**config.mk**
```make
export PLATFORM = sky130hd
export DESIGN_NAME = utf8_stream_decoder_core
export DESIGN_NICKNAME = d
export VERILOG_FILES = /design/src/hdl/u8d_pkg.sv /design/src/hdl/utf8_stream_decoder_core.sv /design/src/hdl/u8d_in_reg.sv /design/src/hdl/u8d_decode.sv /design/src/hdl/u8d_out_queue.sv
export SDC_FILE = /design/constraint.sdc
export NUM_CORES = 1
export LEC_CHECK = 0
export BUFFER_PORTS_ARGS = -buffer_cell sky130_fd_sc_hd__buf_2
export CAP_MARGIN = 20
export CORE_MARGIN = 4
export CORE_UTILIZATION = 60
export CTS_CLUSTER_DIAMETER = 30
export DETAILED_ROUTE_END_ITERATION = 12
export GPL_ROUTABILITY_DRIVEN = 0
export PLACE_DENSITY = 0.8
export SLEW_MARGIN = 10
export SYNTH_ARGS = -nofsm -noshare
export SYNTH_HDL_FRONTEND = slang
export SYNTH_SLANG_ARGS = --single-unit
```
**constraint.sdc**
```tcl
create_clock -name clk -period 6.02 [get_ports clk]
set_input_delay 0.602 -clock clk [delete_from_list [all_inputs] [get_ports clk]]
set_output_delay 0.602 -clock clk [all_outputs]
set_load 0.02 [all_outputs]
```
**src/hdl/u8d_pkg.sv**
```systemverilog
// shared types, constants and decode helpers for the utf-8 stream decoder
`timescale 1ns / 1ps
`default_nettype none

package u8d_pkg;

  localparam int BYTE_W  = 8;
  localparam int CP_W    = 21;
  localparam int LEN_W   = 3;
  localparam int CNT_W   = 2;
  localparam int LIST_N  = 3;
  localparam int OUT_DW  = 24;

  localparam logic [CP_W-1:0]   CP_REPL   = 21'h00FFFD;
  localparam logic [BYTE_W-1:0] ASCII_END = 8'h80;
  localparam logic [BYTE_W-1:0] LEAD2_LO  = 8'hC0;
  localparam logic [BYTE_W-1:0] LEAD3_LO  = 8'hE0;
  localparam logic [BYTE_W-1:0] LEAD4_LO  = 8'hF0;

  localparam logic [LEN_W-1:0] LEN_1 = 3'd1;
  localparam logic [LEN_W-1:0] LEN_2 = 3'd2;
  localparam logic [LEN_W-1:0] LEN_3 = 3'd3;
  localparam logic [LEN_W-1:0] LEN_4 = 3'd4;

  typedef struct packed {
    logic [BYTE_W-1:0] text_byte;
    logic              end_of_text;
  } in_item_t;

  typedef struct packed {
    logic [CP_W-1:0] code_point;
    logic            replaced;
    logic            run_last;
    logic            text_last;
  } res_t;

  typedef struct packed {
    res_t [LIST_N-1:0] ent;
    logic [CNT_W-1:0]  cnt;
  } res_list_t;

  // sequence length from the lead byte alone
  function automatic logic [LEN_W-1:0] seq_len(input logic [BYTE_W-1:0] b);
    logic [LEN_W-1:0] len;
    if (b inside {[LEAD4_LO:8'hFF]}) begin
      len = LEN_4;
    end else if (b inside {[LEAD3_LO:8'hEF]}) begin
      len = LEN_3;
    end else if (b inside {[LEAD2_LO:8'hDF]}) begin
      len = LEN_2;
    end else begin
      len = LEN_1;
    end
    return len;
  endfunction

  // lead keeps 0xff >> (len + 1), each trailer adds its low 6 bits
  function automatic logic [CP_W-1:0] assemble(input logic [LEN_W-1:0]  len,
                                               input logic [BYTE_W-1:0] b0,
                                               input logic [BYTE_W-1:0] b1,
                                               input logic [BYTE_W-1:0] b2,
                                               input logic [BYTE_W-1:0] b3);
    logic [CP_W-1:0] cp;
    case (len)
      LEN_2:   cp = {10'd0, b0[4:0], b1[5:0]};
      LEN_3:   cp = {5'd0, b0[3:0], b1[5:0], b2[5:0]};
      default: cp = {b0[2:0], b1[5:0], b2[5:0], b3[5:0]};
    endcase
    return cp;
  endfunction

  function automatic res_t mk_res(input logic [CP_W-1:0] cp, input logic rep);
    res_t r;
    r.code_point = cp;
    r.replaced   = rep;
    r.run_last   = 1'b0;
    r.text_last  = 1'b0;
    return r;
  endfunction

  // a lone byte at the end of a text: ascii passes, anything else is replaced
  function automatic res_t lone_res(input logic [BYTE_W-1:0] b);
    res_t r;
    if (b < ASCII_END) begin
      r = mk_res({13'd0, b}, 1'b0);
    end else begin
      r = mk_res(CP_REPL, 1'b1);
    end
    return r;
  endfunction

endpackage

`default_nettype wire

```
**src/hdl/utf8_stream_decoder_core.sv**
```systemverilog
// top level of the non-validating utf-8 stream decoder
//
//  channel  dir  handshake               tdata                      tuser     tlast
//  in_      in   in_tvalid / in_tready   [7:0] text_byte            -         end_of_text
//  out_     out  out_tvalid / out_tready [20:0] code_point,         replaced  text_last
//                                        [21] run_last, [23:22] 0
//
// one byte per cycle in steady state while out_tready is high: a byte is held
// in the input register, then decoded and loaded into the result register; a
// byte ending a text inside a sequence gives up to three results, drained one
// per cycle while out_tready is high, and the next byte with results waits
// in_tready comes from the skid entry, so it never depends on out_tready
// synchronous active-low reset empties both registers and the held sequence
`timescale 1ns / 1ps
`default_nettype none

module utf8_stream_decoder_core (
  input  wire logic                         clk,
  input  wire logic                         rst_n,
  input  wire logic                         in_tvalid,
  output logic                              in_tready,
  input  wire logic [u8d_pkg::BYTE_W-1:0]   in_tdata,   // [7:0] text_byte
  input  wire logic                         in_tlast,   // end_of_text
  output logic                              out_tvalid,
  input  wire logic                         out_tready,
  output logic [u8d_pkg::OUT_DW-1:0]        out_tdata,  // [20:0] code_point, [21] run_last
  output logic                              out_tuser,  // replaced
  output logic                              out_tlast   // text_last
);
  import u8d_pkg::*;

  in_item_t  in_item;
  in_item_t  item;
  logic      item_valid;
  logic      take;
  logic      list_free;
  res_list_t rlist;
  res_t      out_res;

  assign in_item.text_byte   = in_tdata;
  assign in_item.end_of_text = in_tlast;

  // input register with skid entry
  u8d_in_reg u_in_reg (
    .clk        (clk),
    .rst_n      (rst_n),
    .in_valid   (in_tvalid),
    .in_ready   (in_tready),
    .in_item    (in_item),
    .take       (take),
    .item_valid (item_valid),
    .item       (item)
  );

  // held sequence and decode of the registered byte
  u8d_decode u_decode (
    .clk        (clk),
    .rst_n      (rst_n),
    .item_valid (item_valid),
    .item       (item),
    .list_free  (list_free),
    .take       (take),
    .rlist      (rlist)
  );

  // results of one byte, handed out in order
  u8d_out_queue u_out_queue (
    .clk       (clk),
    .rst_n     (rst_n),
    .take      (take),
    .rlist     (rlist),
    .list_free (list_free),
    .out_valid (out_tvalid),
    .out_ready (out_tready),
    .out_res   (out_res)
  );

  assign out_tdata = {2'b00, out_res.run_last, out_res.code_point};
  assign out_tuser = out_res.replaced;
  assign out_tlast = out_res.text_last;

endmodule

`default_nettype wire

```
**src/hdl/u8d_in_reg.sv**
```systemverilog
// input register with skid entry, keeps in_tready registered
`timescale 1ns / 1ps
`default_nettype none

module u8d_in_reg (
  input  wire logic              clk,
  input  wire logic              rst_n,
  input  wire logic              in_valid,
  output logic                   in_ready,
  input  wire u8d_pkg::in_item_t in_item,
  input  wire logic              take,
  output logic                   item_valid,
  output u8d_pkg::in_item_t      item
);
  import u8d_pkg::*;

  logic     main_v_r, main_v_nxt;
  logic     skid_v_r, skid_v_nxt;
  in_item_t main_r, main_nxt;
  in_item_t skid_r, skid_nxt;
  logic     acc;

  assign in_ready   = !skid_v_r;
  assign acc        = in_valid && in_ready;
  assign item_valid = main_v_r;
  assign item       = main_r;

  always_comb begin
    main_v_nxt = main_v_r;
    skid_v_nxt = skid_v_r;
    main_nxt   = main_r;
    skid_nxt   = skid_r;
    if (take || !main_v_r) begin
      if (skid_v_r) begin
        main_v_nxt = 1'b1;
        main_nxt   = skid_r;
        skid_v_nxt = 1'b0;
      end else begin
        main_v_nxt = acc;
        main_nxt   = in_item;
      end
    end else if (acc) begin
      skid_v_nxt = 1'b1;
      skid_nxt   = in_item;
    end
  end

  always_ff @(posedge clk) begin
    if (!rst_n) begin
      main_v_r <= 1'b0;
      skid_v_r <= 1'b0;
    end else begin
      main_v_r <= main_v_nxt;
      skid_v_r <= skid_v_nxt;
    end
    main_r <= main_nxt;
    skid_r <= skid_nxt;
  end

endmodule

`default_nettype wire

```
**src/hdl/u8d_decode.sv**
```systemverilog
// sequence state and one-pass decode of an item into up to three results
`timescale 1ns / 1ps
`default_nettype none

module u8d_decode (
  input  wire logic              clk,
  input  wire logic              rst_n,
  input  wire logic              item_valid,
  input  wire u8d_pkg::in_item_t item,
  input  wire logic              list_free,
  output logic                   take,
  output u8d_pkg::res_list_t     rlist
);
  import u8d_pkg::*;

  logic [BYTE_W-1:0] held_r [LIST_N];
  logic [BYTE_W-1:0] held_nxt [LIST_N];
  logic [CNT_W-1:0]  cnt_r, cnt_nxt;
  logic [LEN_W-1:0]  exp_r, exp_nxt;

  logic [BYTE_W-1:0] b;
  logic [BYTE_W-1:0] e0, e1, e2;
  logic [LEN_W-1:0]  cnt_inc;
  logic [CNT_W-1:0]  cnt_post;
  res_t              ent [LIST_N];
  logic [CNT_W-1:0]  n;

  assign b       = item.text_byte;
  assign cnt_inc = {1'b0, cnt_r} + LEN_1;
  // bytes of the sequence once this byte is placed
  assign e0 = (cnt_r == 2'd0) ? b : held_r[0];
  assign e1 = (cnt_r == 2'd1) ? b : held_r[1];
  assign e2 = (cnt_r == 2'd2) ? b : held_r[2];

  always_comb begin
    for (int k = 0; k < LIST_N; k++) begin
      held_nxt[k] = held_r[k];
      ent[k]      = mk_res(CP_REPL, 1'b1);
    end
    n        = 2'd0;
    cnt_post = cnt_r;
    exp_nxt  = exp_r;

    if (cnt_r == 2'd0) begin
      if (b < ASCII_END) begin
        ent[0] = mk_res({13'd0, b}, 1'b0);
        n      = 2'd1;
      end else if (b < LEAD2_LO) begin
        n = 2'd1;
      end else begin
        held_nxt[0] = b;
        cnt_post    = 2'd1;
        exp_nxt     = seq_len(b);
      end
    end else if (cnt_inc >= exp_r) begin
      ent[0]   = mk_res(assemble(exp_r, e0, e1, e2, b), 1'b0);
      n        = 2'd1;
      cnt_post = 2'd0;
      exp_nxt  = '0;
    end else begin
      held_nxt[cnt_r] = b;
      cnt_post        = cnt_inc[CNT_W-1:0];
    end

    // end of text inside a sequence: lead is replaced, the rest replayed
    if (item.end_of_text && cnt_post != 2'd0) begin
      ent[0] = mk_res(CP_REPL, 1'b1);
      case (cnt_post)
        2'd1: begin
          n = 2'd1;
        end
        2'd2: begin
          ent[1] = lone_res(e1);
          n      = 2'd2;
        end
        default: begin
          if (seq_len(e1) == LEN_2) begin
            ent[1] = mk_res(assemble(LEN_2, e1, e2, e2, e2), 1'b0);
            n      = 2'd2;
          end else begin
            ent[1] = lone_res(e1);
            ent[2] = lone_res(e2);
            n      = 2'd3;
          end
        end
      endcase
      cnt_post = 2'd0;
      exp_nxt  = '0;
    end

    for (int k = 0; k < LIST_N; k++) begin
      ent[k].run_last  = (n == CNT_W'(k + 1));
      ent[k].text_last = (n == CNT_W'(k + 1)) && item.end_of_text;
    end
    cnt_nxt = cnt_post;
  end

  assign take = item_valid && ((n == 2'd0) || list_free);

  always_comb begin
    for (int k = 0; k < LIST_N; k++) begin
      rlist.ent[k] = ent[k];
    end
    rlist.cnt = n;
  end

  always_ff @(posedge clk) begin
    if (!rst_n) begin
      cnt_r <= '0;
      exp_r <= '0;
    end else if (take) begin
      cnt_r <= cnt_nxt;
      exp_r <= exp_nxt;
    end
    if (take) begin
      for (int k = 0; k < LIST_N; k++) begin
        held_r[k] <= held_nxt[k];
      end
    end
  end

endmodule

`default_nettype wire

```
**src/hdl/u8d_out_queue.sv**
```systemverilog
// result register: holds the results of one item and hands them out in order
`timescale 1ns / 1ps
`default_nettype none

module u8d_out_queue (
  input  wire logic               clk,
  input  wire logic               rst_n,
  input  wire logic               take,
  input  wire u8d_pkg::res_list_t rlist,
  output logic                    list_free,
  output logic                    out_valid,
  input  wire logic               out_ready,
  output u8d_pkg::res_t           out_res
);
  import u8d_pkg::*;

  res_t             lst_r [LIST_N];
  res_t             lst_nxt [LIST_N];
  logic [CNT_W-1:0] cnt_r, cnt_nxt;
  logic             fire;
  logic             load;

  assign out_valid = (cnt_r != 2'd0);
  assign out_res   = lst_r[0];
  assign fire      = out_valid && out_ready;
  assign list_free = (cnt_r == 2'd0) || ((cnt_r == 2'd1) && fire);
  assign load      = take && (rlist.cnt != 2'd0);

  always_comb begin
    for (int k = 0; k < LIST_N; k++) begin
      lst_nxt[k] = lst_r[k];
    end
    cnt_nxt = cnt_r;
    if (load) begin
      for (int k = 0; k < LIST_N; k++) begin
        lst_nxt[k] = rlist.ent[k];
      end
      cnt_nxt = rlist.cnt;
    end else if (fire) begin
      for (int k = 0; k < LIST_N - 1; k++) begin
        lst_nxt[k] = lst_r[k+1];
      end
      cnt_nxt = cnt_r - 2'd1;
    end
  end

  always_ff @(posedge clk) begin
    if (!rst_n) begin
      cnt_r <= '0;
    end else begin
      cnt_r <= cnt_nxt;
    end
    for (int k = 0; k < LIST_N; k++) begin
      lst_r[k] <= lst_nxt[k];
    end
  end

endmodule

`default_nettype wire

```
Word level (Yosys, flattened, before mapping)
Memory sizes are Yosys's and may differ from the RTL's. Cells that the tools add are included.

Bits in registers: 27. Output and inout port bits: 28. Memories kept: 2. Input port bits: 13. Logic and storage cells: 136. Memory bits (writable): 96.

Add/sub/neg operators: 2. Reductions and logical operators: 33. Order comparisons: 19. Equality and inequality tests: 13. Muxes and demuxes: 55. Bitwise operators: 3.

Memories: u_out_queue.lst_r (words 3, bits a word 24, rd ports 3, clocked after memory_dff 0, wr ports 3, line u8d_out_queue.sv:17) `res_t lst_r [LIST_N];`; u_decode.held_r (words 3, bits a word 8, rd ports 3, clocked after memory_dff 0, wr ports 3, line u8d_decode.sv:16) `logic [BYTE_W-1:0] held_r [LIST_N];`.

Operators by type and width (count): 24-bit two-way mux (6); 48-bit two-way mux (2); 19-bit two-way mux (4); 72-bit two-way mux (1); 8-bit greater-or-equal comparator, second input constant (6); 8-bit <= comparator, second input constant (6); 8-bit two-way mux (6); 24-bit case mux with 2 select lines (1); 21-bit case mux with 2 select lines (1); 3-bit two-way mux (11); 8-bit < comparator, second input constant (4); 24-bit bitwise mux (1); 2-bit two-way mux (12); 8-bit demux with 2-bit select (1); 1-bit logical AND (16); 16-bit two-way mux (1); 3-bit by 2-bit == test with 1-bit output, second input constant (3); 9-bit two-way mux (1); 2-bit by 1-bit == test with 1-bit output, second input constant (4); 2-bit == test, second input constant (4); 2-bit nonzero test (4); 2-bit logical NOT (3); 1-bit two-way mux (6); 3-bit != test, second input constant (2); other kinds (14) (19).

Depth between registers and ports, before layout
Depth after elaboration: 19. Mapped depth: 16. Depth with buffers taken out: 13.

Modules after synthesis
A second synthesis with hierarchy kept.

Cell total of the unflattened synthesis: 584. Area, all modules: 6243.5 µm².

By module, submodules not included: u8d_out_queue (cells each 273, area an instance 3110.5 µm², instances 1); u8d_decode (cells each 272, area an instance 2351.0 µm², instances 1); u8d_in_reg (cells each 36, area an instance 763.2 µm², instances 1); utf8_stream_decoder_core (cells each 3, area an instance 18.8 µm², instances 1).

Least setup slack after synthesis
No wires, ideal clock.

Kind: reg-to-reg. Start: reg u_decode.cnt_r[0]. End: reg u_in_reg.skid_r[0] (netlist bit), enable pin. Data required time: 5.631 ns. Arrival time: 3.780 ns. Buffers on the path: 2. Setup slack: 1.851 ns. Stages on the path, launching flop included: 14. Clock period less this slack: 4.169 ns. Path through: dfxtp_1 > inv_1 > ha_1 > ha_1 > a21o_1 > a311oi_1 > a21oi_1 > ha_1 > nand2b_1 > clkbuf_1 > clkbuf_1 > o21ai_0 > nand3_1 > nor3b_1.

Word-level cells in the longest chain between the ends: 19. Elaborated cells between the ends (all ways): 39. Classes of those cells: add/sub: 1; order compare: 7; eq/ne: 4; mux: 15; bitwise: 1; reduce/logical: 11.

Ends and longest elaborated chain: from (decl) (line u8d_decode.sv:18) `logic [CNT_W-1:0] cnt_r, cnt_nxt;`; from (signal assigned) (line u8d_decode.sv:112) `cnt_r <= cnt_nxt;`; 2-bit by 1-bit == test with 1-bit output (line u8d_decode.sv:32) `assign e1 = (cnt_r == 2'd1) ? b : held_r[1];`; 8-bit two-way mux (line u8d_decode.sv:32); 8-bit greater-or-equal comparator or 8-bit <= comparator (tied branches) (line u8d_pkg.sv:49) `end else if (b inside {[LEAD2_LO:8'hDF]}) begin`; 1-bit logical AND (line u8d_pkg.sv:49); 2-bit two-way mux (line u8d_pkg.sv:49); 3-bit two-way mux (line u8d_pkg.sv:47) `end else if (b inside {[LEAD3_LO:8'hEF]}) begin`; 3-bit two-way mux (line u8d_pkg.sv:45) `if (b inside {[LEAD4_LO:8'hFF]}) begin`; 3-bit two-way mux (line u8d_decode.sv:68) `case (cnt_post)`; [3 not listed]; 2-bit case mux with 2 select lines (line u8d_decode.sv:68); 2-bit two-way mux (*) (line u8d_decode.sv:66) `if (item.end_of_text && cnt_post != 2'd0) begin`; 2-bit logical NOT (*) (line u8d_decode.sv:98) `assign take = item_valid && ((n == 2'd0) || list_free);`; 1-bit logical OR (*) (line u8d_decode.sv:98); 1-bit logical AND (*) (line u8d_decode.sv:98); 1-bit logical OR (*) (line u8d_in_reg.sv:33) `if (take || !main_v_r) begin`; 1-bit NOT (no line) (*); 2-bit AND reduction (no line) (*); to (signal assigned) (line u8d_in_reg.sv:57) `skid_r <= skid_nxt;`; to (decl) (line u8d_in_reg.sv:20) `in_item_t skid_r, skid_nxt;`.

Every way passes the cells marked *; elsewhere a longest branch is shown, timed or not. The select of a mux whose other input is x is not followed. A chain may end at the register's enable or synchronous reset.

==> flow_metrics.py <==
metrics = {
    "setup_path": {
        "cp-startpoint": "u_decode.exp_r[0]",
        "cp_data_required_time_ns": 6.13,
        "cpPeakStageDelay_ns": 0.88,
        "worstPathArrival_ns": 4.80,
        "cp_max_fo": 32,
        "worstReg2RegStart": "u_decode.exp_r[0]",
        "crit_type": "flop to flop",
        "setup.worst_path.end_class": "flop",
        "cpMaxStageDelayCell": "dfxtp_1",
        "critPathLaunchType": "flop",
        "cp_cell_sequence": "ha_1, nand2b_1, a311oi_1, a21oi_1, ha_1, nand2b_1, nand2_1, o311ai_4, buf_4, inv_2, and2_1, a21oi_1",
    },
    "cells_and_area": {
        "area_delta_synth_final_pct": 4.967,
        "drive_gt1_frac": 0.1864,
        "antennaDiodeCount": 0,
        "fin_cells": 577,
        "nFillCells": 642,
        "num-nets-final": 492,
    },
    "clocking": {
        "clock_latency_ns": 0.36,
        "postCtsSetupBuffers": 0,
        "cts_resized": 0,
        "clkSlewWorstSetupHoldPaths_ns": 0.10,
        "htree_levels": 3,
        "cts_hold_buf": 0,
        "numCtsBuffers": 9,
        "cts_tree": "done",
        "clockRootBuffer": "clkbuf_8",
        "clk_path_buf_depth": 2,
        "cts_sinks": 97,
    },
    "placement": {
        "pre_cts_slack_ns": 1.413,
        "numPortBuffers": 38,
        "dpl.hpwl_um": 7586,
        "dp.cells": 560,
    },
    "floorplanning": {
        "row_count": 33,
        "die_area_um2": 10020,
        "die_h_um": 100.1,
        "ios": 41,
        "die_w_um": 100.1,
        "start_util": 0.6193,
        "core_um2": 8217,
    },
    "sta": {
        "setup_viol": 0,
        "clock_skew_ns": 0.01427,
        "grt_setup_unrepaired": "no",
        "fmax_mhz": 213.3,
        "final.period_utilization": 0.7788,
        "tns_ns": 0,
        "finalHoldViolations": 0,
        "tightestPinTransition_ns": 1.033,
        "drv_slew": 0,
        "relSlewSlack": 0.3112,
        "finalCriticalPeriod_ns": 4.689,
        "setup_ws_ns": 1.331,
    },
    "route": {
        "drc": 0,
        "vias": 3562,
        "dr.pass1.iters": 6,
        "postRouteAntennaNets": 0,
        "avgViaCountPerCell": 6.173,
        "routed_wl_um": 10460,
        "drt-initial-drc-count": 431,
        "wl_per_cell_um": 18.14,
    },
    "synthesis": {
        "yosys_warnings": 0,
        "synth_area_leader_cell": "edfxtp_1",
        "synth_compound_area_frac": 0.1372,
        "synth.top_cells.by_count": "edfxtp_1 (88), nor2_1 (40), nand2_1 (38)",
        "synthTopCellsByArea": "edfxtp_1 (52%), mux2_2 (4.2%), buf_4 (3.7%), a21oi_1 (3.5%), dfxtp_1 (3.5%)",
        "yosys.area_share.adder": 0.02951,
        "synth-simple-area-share": 0.1392,
        "synth_edf_count": 88,
        "synth_area_um2": 5089,
        "ys.flop_type": "edfxtp_1",
        "synth_cell_types": 55,
        "synth.most_common_cell": "edfxtp_1",
        "avgSynthCellArea_um2": 11.04,
        "synthMuxAreaShare": 0.06565,
        "ys_seq_area_frac": 0.5547,
        "async_flop_share": 0,
        "synth-seq-cells": 97,
        "synthXorXnorAreaFrac": 0.001721,
        "synth_top_family_by_area": "simple AND/OR/NAND/NOR gates",
        "synth.top_cell.area_share": 0.5193,
        "netlist_instances": 461,
    },
    "global_route": {
        "grt.overflow.total": 0,
        "grt_first_pass_wirelength_um": 16840,
        "grt_max_degree": 39,
        "antenna_found_initial": 0,
        "grt_pass1_vias": 3306,
        "grt_usage": 0.2181,
    },
    "pwr": {
        "p_per_area_nw_per_um2": 316.1,
        "total_leakage_power_nw": 1.883,
        "finalPower_mw": 1.688,
        "ir_worst_vdd_v": 0.0001755,
    },
    "run": {
        "drv_cap": 0,
    },
    "min_path": {
        "min_path_type": "input pin to flop",
        "worstHoldStart": "in_tdata[0]",
    },
    "status": {
        "status": "finished clean",
    },
}
==> where the power goes <==
part           internal, mW  switching (mW)
clock network         0.158           0.234
logic                 0.128           0.274
registers             0.853          0.0419
total                  1.14           0.550
==> worst max-delay path: cells and delay by family, from the launching register on <==
family | cells | cell delay, ns
AND/OR/NAND/NOR | 4 | 1.17
AO/OA/AOI/OAI | 4 | 1.04
flip-flops | 1 | 0.88
buffers and inverters | 2 | 0.70
adder cells (fa/ha/maj) | 2 | 0.63
==> flip-flops by register name (all words and copies together), names as in the netlist <==
name and count:
u_decode.held_r 21, u_in_reg.item_valid 1, u_decode.cnt_r 2, u_in_reg.skid_v_r 1
u_out_queue.lst_r 49, u_out_queue.cnt_r 2, u_in_reg.item 9, u_decode.exp_r 3
u_in_reg.skid_r 9
==> cell usage in the layout, fill, tap and decap left out, types with 3 or more instances in the layout <==
master,Yosys,layout
edfxtp_1,88,88
nor2_1,40,40
buf_2,8,39
nand2_1,38,38
a21oi_1,36,36
inv_1,20,20
mux2_2,19,19
nand3_1,14,14
o21ai_0,14,14
mux2i_1,12,12
ha_1,12,12
and2_1,11,11
a21o_1,9,9
clkbuf_8,0,9
dfxtp_1,9,9
nor3_1,8,8
a31oi_1,7,7
nand2b_1,6,6
o221ai_1,6,6
nor2b_1,5,5
a211o_1,5,5
nand4_1,5,5
o22ai_1,4,4
inv_6,0,4
a211oi_1,3,3
a22oi_1,3,3
o31ai_1,3,3
a21oi_2,3,3
buf_4,25,3
==> final timing paths <==
kind                                   end  slack (ns)  depth (start not counted)
setup / recovery  u_out_queue.lst_r[0][33]        1.33                         12
hold / removal          u_in_reg.skid_r[1]        0.43                          1
setup reg to reg  u_out_queue.lst_r[0][33]        1.33                         12
hold reg to reg          u_decode.exp_r[1]        0.52                          2
==> area by class of cell <==
class	count	area, µm²	share of cell area
clock inverters	7	60.06	0.01124
clock buffers	9	123.9	0.02319
well taps	105	131.4	0.02460
repair buffers	42	217.7	0.04076
flip-flops and latches	97	2823	0.5285
inverters	21	78.83	0.01476
multi-input cells	296	1907	0.3570
==> stage by stage <==
stage | utilization | cell area [µm²] | hold WS, ns
6_report | 0.6501 | 5341 | 0.4280
3_5_place_dp | 0.6271 | 5152 | 0.5073
4_1_cts | 0.6495 | 5336 | 0.4152
2_1_floorplan | - | 5092 | 0.4393
5_1_grt | 0.6501 | 5341 | 0.4129
3_3_place_gp | 0.6271 | 5152 | 0.4964
==> routing by layer <==
layer / wire length (µm) / share of wire / track usage / vias to the layer above
li1: - / - / - / 1669
met1: 4348 / 0.42 / 0.2978 / 1678
met2: 4956 / 0.47 / 0.3468 / 191
met3: 876 / 0.084 / 0.03058 / 24
met4: 282 / 0.027 / 0.1036 / 0
met5: 0 / 0 / 0 / -
==> cell families (layout without fill, tap and decap cells) <==
logic type                 count (synthesis)  count (layout)
xor gates and xnor gates                   1               1
muxes                                     31              31
buffers and inverters                     69              79
other                                      1               2
AOI/OAI and AO/OA                        105             105
and+or+nand+nor                          145             145
adders and majority gates                 12              12
DFF                                       97              97
Power figures use the tool's default switching activity.
